**config.mk**
```make
export PLATFORM = sky130hd
export DESIGN_NAME = url_percent_decoder_top
export DESIGN_NICKNAME = d
export VERILOG_FILES = /design/src/hw/rtl/upf_pkg.sv /design/src/hw/rtl/upf_front.sv /design/src/hw/rtl/upf_queue.sv /design/src/hw/rtl/upf_back.sv /design/src/hw/rtl/url_percent_decoder_top.sv
export SDC_FILE = /design/constraint.sdc
export NUM_CORES = 1
export LEC_CHECK = 0
export BUFFER_PORTS_ARGS = -buffer_cell sky130_fd_sc_hd__buf_2
export CAP_MARGIN = 20
export CORE_MARGIN = 1
export CORE_UTILIZATION = 50
export CTS_BUF_LIST = sky130_fd_sc_hd__clkbuf_4
export CTS_CLUSTER_SIZE = 40
export DETAILED_ROUTE_END_ITERATION = 8
export GPL_ROUTABILITY_DRIVEN = 0
export PLACE_DENSITY = 0.69
export SYNTH_ARGS = -nofsm -noshare
export SYNTH_HDL_FRONTEND = slang
export SYNTH_HIERARCHICAL = 1
export SYNTH_SLANG_ARGS = --single-unit
```
**constraint.sdc**
```tcl
create_clock -name i_clk -period 4.71 [get_ports i_clk]
set_clock_uncertainty 0.05 [all_clocks]
set_input_delay 0.2355 -clock i_clk [delete_from_list [all_inputs] [get_ports i_clk]]
set_output_delay 0.2355 -clock i_clk [all_outputs]
set_load 0.05 [all_outputs]
```
**src/hw/rtl/upf_pkg.sv**
```systemverilog
package upf_pkg;

    localparam int QUEUE_DEPTH = 4;
    localparam int MAX_RESULTS = 3;

    localparam logic [7:0] CH_PERCENT = 8'h25;
    localparam logic [7:0] CH_PLUS    = 8'h2b;
    localparam logic [7:0] CH_SPACE   = 8'h20;
    localparam logic [7:0] CH_0       = 8'h30;
    localparam logic [7:0] CH_9       = 8'h39;
    localparam logic [7:0] CH_LA      = 8'h61;
    localparam logic [7:0] CH_LF      = 8'h66;
    localparam logic [7:0] CH_UA      = 8'h41;
    localparam logic [7:0] CH_UF      = 8'h46;

    localparam logic [1:0] MODE_NONE    = 2'd0;
    localparam logic [1:0] MODE_PERCENT = 2'd1;
    localparam logic [1:0] MODE_DIGIT   = 2'd2;

    typedef struct packed {
        logic [MAX_RESULTS-1:0][7:0] data;
        logic [1:0]                  cnt;
        logic                        last;
    } t_bundle;

    function automatic logic is_hex(input logic [7:0] c);
        return (c >= CH_0 && c <= CH_9) || (c >= CH_LA && c <= CH_LF) ||
               (c >= CH_UA && c <= CH_UF);
    endfunction

    function automatic logic [3:0] hex_val(input logic [7:0] c);
        logic [7:0] v;
        v = 8'd0;
        if (c >= CH_0 && c <= CH_9) begin
            v = c - CH_0;
        end else if (c >= CH_LA && c <= CH_LF) begin
            v = c - CH_LA + 8'd10;
        end else if (c >= CH_UA && c <= CH_UF) begin
            v = c - CH_UA + 8'd10;
        end
        return v[3:0];
    endfunction

endpackage

```
**src/hw/rtl/upf_front.sv**
```systemverilog
module upf_front (
    input  logic            i_clk,
    input  logic            i_rst_n,
    input  logic            i_valid,
    input  logic [7:0]      i_in_byte,
    input  logic            i_in_last,
    input  logic            i_full,
    output logic            o_push,
    output upf_pkg::t_bundle o_bundle
);
    import upf_pkg::*;

    logic [1:0] r_mode, n_mode;
    logic [7:0] r_held, n_held;
    logic [3:0][7:0] v;
    logic [2:0] n;
    logic plain;
    logic accept;

    assign accept = i_valid && !i_full;

    always_comb begin
        v = '0;
        n = 3'd0;
        plain = 1'b0;
        n_mode = r_mode;
        n_held = r_held;
        if (n_mode == 2'd3) begin
            n_mode = MODE_NONE;
        end
        if (n_mode == MODE_DIGIT) begin
            if (is_hex(i_in_byte)) begin
                v[n[1:0]] = {hex_val(r_held), hex_val(i_in_byte)};
                n = n + 3'd1;
            end else begin
                v[n[1:0]] = CH_PERCENT;
                n = n + 3'd1;
                v[n[1:0]] = r_held;
                n = n + 3'd1;
                plain = 1'b1;
            end
            n_mode = MODE_NONE;
            n_held = 8'd0;
        end else if (n_mode == MODE_PERCENT) begin
            if (is_hex(i_in_byte)) begin
                n_held = i_in_byte;
                n_mode = MODE_DIGIT;
            end else begin
                v[n[1:0]] = CH_PERCENT;
                n = n + 3'd1;
                n_mode = MODE_NONE;
                plain = 1'b1;
            end
        end else begin
            plain = 1'b1;
        end
        if (plain) begin
            if (i_in_byte == CH_PERCENT) begin
                n_mode = MODE_PERCENT;
            end else if (i_in_byte == CH_PLUS) begin
                v[n[1:0]] = CH_SPACE;
                n = n + 3'd1;
            end else begin
                v[n[1:0]] = i_in_byte;
                n = n + 3'd1;
            end
        end
        if (i_in_last) begin
            if (n_mode != MODE_NONE) begin
                v[n[1:0]] = CH_PERCENT;
                n = n + 3'd1;
            end
            if (n_mode == MODE_DIGIT) begin
                v[n[1:0]] = n_held;
                n = n + 3'd1;
            end
            n_mode = MODE_NONE;
            n_held = 8'd0;
        end
    end

    assign o_bundle.data = v[MAX_RESULTS-1:0];
    assign o_bundle.cnt  = n[1:0];
    assign o_bundle.last = i_in_last;
    assign o_push        = accept && (n != 3'd0);

    always_ff @(posedge i_clk) begin
        if (!i_rst_n) begin
            r_mode <= MODE_NONE;
            r_held <= 8'd0;
        end else if (accept) begin
            r_mode <= n_mode;
            r_held <= n_held;
        end
    end

endmodule

```
**src/hw/rtl/upf_queue.sv**
```systemverilog
module upf_queue #(
    parameter int DEPTH = upf_pkg::QUEUE_DEPTH
) (
    input  logic             i_clk,
    input  logic             i_rst_n,
    input  logic             i_push,
    input  upf_pkg::t_bundle i_bundle,
    input  logic             i_pop,
    output logic             o_full,
    output logic             o_valid,
    output upf_pkg::t_bundle o_bundle
);
    import upf_pkg::*;

    localparam int AW = (DEPTH > 1) ? $clog2(DEPTH) : 1;
    localparam int CW = $clog2(DEPTH + 1);
    localparam logic [AW-1:0] LAST_PTR = AW'(DEPTH - 1);
    localparam logic [CW-1:0] FULL_CNT = CW'(DEPTH);

    t_bundle r_mem [DEPTH];
    logic [AW-1:0] r_wr, r_rd;
    logic [CW-1:0] r_count;
    logic do_push, do_pop;

    assign o_full   = (r_count == FULL_CNT);
    assign o_valid  = (r_count != '0);
    assign o_bundle = r_mem[r_rd];
    assign do_push  = i_push && !o_full;
    assign do_pop   = i_pop && o_valid;

    always_ff @(posedge i_clk) begin
        if (do_push) begin
            r_mem[r_wr] <= i_bundle;
        end
    end

    always_ff @(posedge i_clk) begin
        if (!i_rst_n) begin
            r_wr    <= '0;
            r_rd    <= '0;
            r_count <= '0;
        end else begin
            if (do_push) begin
                r_wr <= (r_wr == LAST_PTR) ? '0 : r_wr + 1'b1;
            end
            if (do_pop) begin
                r_rd <= (r_rd == LAST_PTR) ? '0 : r_rd + 1'b1;
            end
            if (do_push && !do_pop) begin
                r_count <= r_count + 1'b1;
            end else if (do_pop && !do_push) begin
                r_count <= r_count - 1'b1;
            end
        end
    end

endmodule

```
**src/hw/rtl/upf_back.sv**
```systemverilog
module upf_back (
    input  logic             i_clk,
    input  logic             i_rst_n,
    input  logic             i_q_valid,
    input  upf_pkg::t_bundle i_bundle,
    output logic             o_pop,
    input  logic             i_stall,
    output logic             o_valid,
    output logic [7:0]       o_out_byte,
    output logic             o_out_last
);
    import upf_pkg::*;

    logic [1:0] r_idx;
    logic       r_valid;
    logic [7:0] r_byte;
    logic       r_last;
    logic       load, final_one;

    assign load      = i_q_valid && (!r_valid || !i_stall);
    assign final_one = (r_idx == i_bundle.cnt - 2'd1);
    assign o_pop     = load && final_one;

    always_ff @(posedge i_clk) begin
        if (!i_rst_n) begin
            r_valid <= 1'b0;
            r_idx   <= 2'd0;
        end else if (load) begin
            r_valid <= 1'b1;
            r_idx   <= final_one ? 2'd0 : r_idx + 2'd1;
        end else if (!i_stall) begin
            r_valid <= 1'b0;
        end
    end

    always_ff @(posedge i_clk) begin
        if (load) begin
            r_byte <= i_bundle.data[r_idx];
            r_last <= i_bundle.last && final_one;
        end
    end

    assign o_valid    = r_valid;
    assign o_out_byte = r_byte;
    assign o_out_last = r_last;

endmodule

```
**src/hw/rtl/url_percent_decoder_top.sv**
```systemverilog
// URL form percent decoder. Takes one encoded byte per transaction with a
// last-of-string flag and returns decoded bytes: a percent sign with two hex
// digits becomes one byte, a plus becomes a space, broken escapes come out
// literally and a pending escape is flushed at the end of the string. Input
// bytes are accepted one per cycle while the queue is not full; each is
// classified at once and its results, up to three, are queued as a bundle in
// a QUEUE_DEPTH entry queue. The output register drains one result byte per
// cycle while i_stall is low, and o_stall rises only once the queue is full.
// An accepted byte's first result passes through the queue, then the output register.
module url_percent_decoder_top #(
    parameter int QUEUE_DEPTH = upf_pkg::QUEUE_DEPTH
) (
    input  logic       i_clk,
    input  logic       i_rst_n,
    input  logic       i_valid,
    output logic       o_stall,
    input  logic [7:0] i_in_byte,
    input  logic       i_in_last,
    output logic       o_valid,
    input  logic       i_stall,
    output logic [7:0] o_out_byte,
    output logic       o_out_last
);
    import upf_pkg::*;

    t_bundle f_bundle, q_bundle;
    logic    f_push, q_full, q_valid, b_pop;

    upf_front u_front (
        .i_clk     (i_clk),
        .i_rst_n   (i_rst_n),
        .i_valid   (i_valid),
        .i_in_byte (i_in_byte),
        .i_in_last (i_in_last),
        .i_full    (q_full),
        .o_push    (f_push),
        .o_bundle  (f_bundle)
    );

    upf_queue #(.DEPTH(QUEUE_DEPTH)) u_queue (
        .i_clk    (i_clk),
        .i_rst_n  (i_rst_n),
        .i_push   (f_push),
        .i_bundle (f_bundle),
        .i_pop    (b_pop),
        .o_full   (q_full),
        .o_valid  (q_valid),
        .o_bundle (q_bundle)
    );

    upf_back u_back (
        .i_clk      (i_clk),
        .i_rst_n    (i_rst_n),
        .i_q_valid  (q_valid),
        .i_bundle   (q_bundle),
        .o_pop      (b_pop),
        .i_stall    (i_stall),
        .o_valid    (o_valid),
        .o_out_byte (o_out_byte),
        .o_out_last (o_out_last)
    );

    assign o_stall = q_full;

endmodule

```
==> results.md, run 1 <==
* Root Buffer: clkbuf_4
* Tcrit/Tclk final at 89.5%
* CP cell instances: buf_4 > nor2_1 > nor2_1 > a21oi_1 > ha_1 > a21oi_1 > a211o_1 > ha_1 > o31ai_1 > a221o_1 > a211oi_1 > a31oi_1 > nor2b_1 > ha_1 > inv_1 > fa_1 > xor2_1 > or3_1 > a21boi_0
* Most used cell, CP: ha_1
* Area Overhead vs Synth at 10.7%
* Gate Count Post-Synth at 495
* Beginning of the critical path: u_front/r_mode[1]$_SDFFE_PN0P_
* Number of CTS-inserted buffers at 17
* Design Area, Final at 7450 sq um
* Area of the mapped netlist at 6730 sq um
* Normalized max-slew margin at 46.1%
* Ports at 24
* Max clock buf depth at 2
* Sink Count at 139
* Final HPWL DP at 9690 microns
* H-tree depth at 4
* Synth top area share at 52.2%
* Total gr overflow at 0
* Post-layout util at 56.5%
* Buffer count from post-CTS setup fixing at 0
* Final layout net count at 573
* RSZ-0062 raised after global routing: false
* Worst hold path startpoint: i_rst_n
* Main synth FF type: edfxtp_1
* Largest net degree at the start of global routing at 28
* Avg Cell Area, Syn at 13.6 sq um
* Via count at 4411
* Area leader, netlist: edfxtp_1
* Sequential Power Share at 46.9%
* Hold Vio Cnt, Final at 0
* Most frequent cells in the layout: edfxtp_1, nand2_1, buf_4, nor2_1
* Clock-pin transition on the worst setup and hold timing paths at 120 ps
* # Max-Cap Violations at 0
* Drc violations at 0
* Post-DR vias/cell at 6.06
* Layout cells sized above 1 at 21.4%
* Status: finished, final reports clean
* Clock network fraction of design power at 24.0%
* Core ar. at 13200 sq um
* Fin crit period at 4210 ps
* Nature of the critical path startpoint: flop
* Synth warn at 6
* Final WL at 14300 microns
* Distinct cells, synth at 72
* WHS at 103 ps
* Yosys reg bits at 139
* Commonest non-fill, non-tap cell in the layout: edfxtp_1
* Logic pwr share at 29.1%
* First-pass GRT wire length at 22600 microns
* Fmax at 237 MHz
* WP data required at 5120 ps
* Worst slew pin tran at 802 ps
* Initial Util at 51.0%
* Clock Latency Late Sink at 520 ps
* Worst path bufs/invs at 2
* Switching Fraction at 31.6%
* Setup WS pre-CTS at -2.89 ps
* R2r startpoint: u_front/r_mode[1]$_SDFFE_PN0P_
* Sw Pwr at 0.00112 W
* Synthesized Nets at 530
* Register area share after synthesis at 58.7%
* Critical path's largest stage delay at 480 ps
* Hold WC Path Type: in -> reg
* Post-route antenna net violation count at 0
* DIE HEIGHT at 118 microns
* TritonCTS clock tree: yes
* Number of global-route vias before repair at 4118
* Ys async rst share at 0%
* Post-Place Cell Area at 7110 sq um
* CP delay by family, top: compound AO/OA/AOI/OAI gates
* Initial antenna violation count at 1
* IO buf count at 23
* IR drop worst, VDD at 0.000174 V
* Die area at 13900 sq um
* Crit path max-delay cell type: dfxtp_1
* Setup CP Type: reg -> reg
* CP endpoint kind: flop
* PwrDens at 474 nW/um^2
* Critical path arrival at 4620 ps
* Crit Path Max Fanout at 11
* R2R setup slack at 500 ps
* Final-report setup violation count at 0
* Global Route Usage Sum at 21.9%
* Die X at 118 microns
* Leakage power at 2.60 nW
* EDFF count, synth at 117
* DR iter-0 viols at 458
* Drt wl/cell at 19.6 microns
* Max Transition Viols Final at 0
* Drt pass-1 iters at 8
* Pint at 0.00241 W
* Final WS setup at 496 ps
* Rows at 42
* Largest cells by area after synthesis: edfxtp_1, mux4_2, dfxtp_1
==> registers in the layout (all words and copies together) (netlist names), named ones only <==
name,cells
u_queue/r_count,3
u_back/o_out_last,1
u_front/r_held,8
u_back/o_valid,1
u_back/o_out_byte,8
u_front/r_mode,2
u_queue/r_rd,2
u_queue/r_wr,2
u_queue/r_mem,108
u_back/r_idx,2
==> power groups by stage <==
stage | Clock [W] | Sequential [W] | Combinational (W)
after global placement | 0 | 0.00167 | 0.00101
after CTS | 0.000865 | 0.00166 | 0.00104
final | 0.000847 | 0.00166 | 0.00103
after detailed placement | 0 | 0.00169 | 0.00104
after global routing | 0.000923 | 0.00168 | 0.00111
after floorplan | 0 | 0.00183 | 0.000671
==> routing by layer <==
layer  vias up  GRT usage (%)  wire length, microns
li1       2005              -                     -
met1      2179           29.9                  6240
met2       201           32.9                  6700
met3        26           5.77                   959
met4         0           9.78                   373
met5         -              0                     0
==> worst paths after layout <==
kind,end,depth (start not counted)
min,u_back/r_idx[0]$_SDFFE_PN0P_,2
min reg2reg,u_queue/r_wr[1]$_SDFFE_PN0P_,2
max,u_queue/r_count[2]$_SDFFE_PN0P_,19
max reg2reg,u_queue/r_count[2]$_SDFFE_PN0P_,19
==> cell families (layout without fill, tap and decap cells) <==
logic type	count (synthesis)	after routing	share of synthesized area, %
simple gates	140	140	11.1
flops	139	139	58.7
compound gates	108	108	11.0
buf+inv	45	101	3.48
mux	38	38	11.1
fa+ha+maj	22	22	4.20
xor+xnor	3	3	0.390
other cells	0	1	0
==> what timing repair did <==
action                                  in CTS  in global routing
resized for setup                            0                  1
hold buffers                                 1                  0
endpoints found under the setup margin       0                  1
hold endpoints to repair                     1                  0
==> stage by stage <==
step	setup TNS, ps	power, W	instances
finish	0	0.00353	728
detailed placement	-2.89	0.00273	693
floorplan	0	0.00250	495
CTS	0	0.00357	726
global route	0	0.00371	728
global placement	0	0.00269	693
==> final cells by class <==
cell class / instances / area (sq um)
Fill cell: 1041 / 5740
Sequential cell: 139 / 3960
Multi-Input combinational cell: 311 / 2540
Timing Repair Buffer: 54 / 348
Tap cell: 176 / 220
Clock inverter: 15 / 196
Clock buffer: 17 / 128
Inverter: 15 / 56.3
Antenna cell: 1 / 2.50
==> Yosys cell counts (7+ instances only) <==
library cell / instances
a21oi_1: 19
and2_1: 9
buf_2: 8
clkbuf_1: 15
dfxtp_1: 22
edfxtp_1: 117
ha_1: 21
inv_1: 15
mux2i_1: 11
mux4_1: 7
mux4_2: 20
nand2_1: 31
nand3_1: 12
nor2_1: 29
nor2b_1: 16
o21ai_0: 23
Note: power is estimated with default switching activity, not from simulation.
==> run 2: changes to the inputs <==
Settings changed: CELL_PAD_IN_SITES_DETAIL_PLACEMENT set to 0, CELL_PAD_IN_SITES_GLOBAL_PLACEMENT set to 1, CORE_UTILIZATION 50 to 47, CTS_BUF_LIST sky130_fd_sc_hd__clkbuf_4 to not set, CTS_CLUSTER_DIAMETER set to 30, PLACE_DENSITY 0.69 to not set, PLACE_DENSITY_LB_ADDON set to 0.1.
==> run 2 against run 1 <==
  * Die area rose by 6.3%
  * Highest routed layer unchanged
  * Maximum frequency fell by 4.4%
  * Utilization fell by 0.48 points
  * Design area rose by 4.8%
  * Largest power group unchanged
  * Clock-buffer cell count rose by 4
  * Wire length rose by 8.1%
  * Via count fell by 2.1%
==> results.md, run 2 (same netlist as run 1, synthesis figures left out) <==
* Largest Register: u_queue/r_mem
* Drc violations at 0
* Core ar. at 13900 sq um
* Total gr overflow at 0
* Number of flip-flops in the largest register at 108
* Nature of the critical path startpoint: primary input
* Clock-pin transition on the worst setup and hold timing paths at 60 ps
* Normalized max-slew margin at 36.4%
* Setup TNS at 0 ps
* Drt pass-1 iters at 4
* Final WS setup at 300 ps
* Via count at 4317
* Global Route Usage Sum at 23.0%
* Largest net degree at the start of global routing at 28
* Fin crit period at 4410 ps
* # fillers at 1156
* Leakage power at 2.77 nW
* Most frequent cells in the layout: edfxtp_1, buf_4, nand2_1
* Sw Pwr at 0.00120 W
* Final HPWL DP at 10400 microns
* RSZ-0062 raised after global routing: false
* First-pass GRT wire length at 24500 microns
* Commonest non-fill, non-tap cell in the layout: edfxtp_1
* PwrDens at 515 nW/um^2
* Ports at 24
* Fmax at 227 MHz
* Post-DR vias/cell at 5.87
* Max clock buf depth at 2
* Setup CP Type: in -> reg
* Die X at 122 microns
* Setup WS pre-CTS at -237 ps
* DR iter-0 viols at 373
* Root Buffer: clkbuf_16
* Worst slew pin tran at 947 ps
* H-tree depth at 4
* Area Overhead vs Synth at 16.0%
* Drt wl/cell at 21.0 microns
* IO buf count at 23
* Final-report setup violation count at 0
* Rows at 43
* Logic pwr share at 26.8%
* IR drop worst, VDD at 0.000248 V
* Number of CTS-inserted buffers at 17
* Sequential Power Share at 41.2%
* Layout cells sized above 1 at 22.3%
* Inserted Diodes at 0
* Number of global-route vias before repair at 4343
* Crit Path Max Fanout at 5
* Post-route antenna net violation count at 0
* # Max-Cap Violations at 0
* Pint at 0.00282 W
* TritonCTS clock tree: yes
* Switching Fraction at 29.8%
* Clock network fraction of design power at 32.0%
* Clock Latency Late Sink at 420 ps
* Sink Count at 139
* Max Transition Viols Final at 0
* Final WL at 15400 microns
* Initial Util at 48.3%
* Initial antenna violation count at 0
* Status: finished, final reports clean
* Buffer count from post-CTS setup fixing at 0
* CP endpoint kind: flop
* WP data required at 5000 ps
* Hold WC Path Type: in -> reg
* Die area at 14800 sq um
* DIE HEIGHT at 122 microns
* Critical path arrival at 4700 ps
* Final layout net count at 578
* Tcrit/Tclk final at 93.6%
* Hold Vio Cnt, Final at 0
## run 2: cell type report
cell class	instances	area, sq um	area share, %
flip-flops and latches	139	3960	50.7
multi-input cells	311	2550	32.7
clock buffers	21	460	5.90
repair buffers	59	435	5.58
well taps	180	225	2.89
clock inverters	11	119	1.52
inverters	15	56.3	0.722
## run 2: path summary, 6_finish.rpt
path	start	end	slack, ps	depth (start not counted)
max reg2reg	u_front/r_mode[1]$_SDFFE_PN0P_	u_queue/r_count[2]$_SDFFE_PN0P_	460	18
max	i_in_byte[0]	u_queue/r_count[2]$_SDFFE_PN0P_	300	22
min reg2reg	u_queue/r_wr[1]$_SDFFE_PN0P_	u_queue/r_wr[1]$_SDFFE_PN0P_	450	2
min	i_stall	u_back/o_valid$_SDFFE_PN0P_	50	3
## run 2: critical path, stage by stage
cell and delay, ps:
buf_2 100, inv_1 60, ha_1 230, nor3b_1 140, o311a_1 350, or2_2 310, o21a_1 140, ha_1 340
a21oi_1 90, a211o_1 300, ha_1 200, o31ai_1 250, a221o_1 190, a211oi_1 70, a31oi_1 250, nor2b_4 190
ha_1 180, inv_1 70, fa_1 380, xor2_1 160, or3_1 300, a21boi_1 160
## run 2: power groups by stage
stage                     clock (W)  sequential, W  combinational [W]
after floorplan                   0        0.00183           0.000671
after global placement            0        0.00167            0.00107
after detailed placement          0        0.00168            0.00109
after CTS                   0.00131        0.00166            0.00109
after global routing        0.00136        0.00168            0.00117
final                       0.00129        0.00166            0.00108
## run 2: metal layers
layer / routed length [microns] / global-route usage (%) / vias to the layer above / share of wire, %
li1: - / - / 2009 / -
met1: 7110 / 31.2 / 2176 / 46
met2: 7310 / 35.5 / 118 / 47
met3: 790 / 6.27 / 14 / 5.1
met4: 221 / 8.18 / 0 / 1.4
met5: 0 / 0 / - / 0
## run 2: stage by stage
step                hold WS, ps  std cells  area (sq um)  power [W]  util (%)
CTS                        35.3        736          7790    0.00405      55.9
global placement            434        704          7210    0.00275      51.8
detailed placement          439        704          7210    0.00277      51.8
finish                     53.7        736          7800    0.00402      56.0
floorplan                   303        495          6730    0.00250         -
global route               78.9        736          7800    0.00421      56.0
## run 2: what timing repair did
action / 4_1_cts / 5_1_grt
hold buffers: 0 / 0
setup endpoints to repair: 0 / 1
resized for setup: 0 / 5
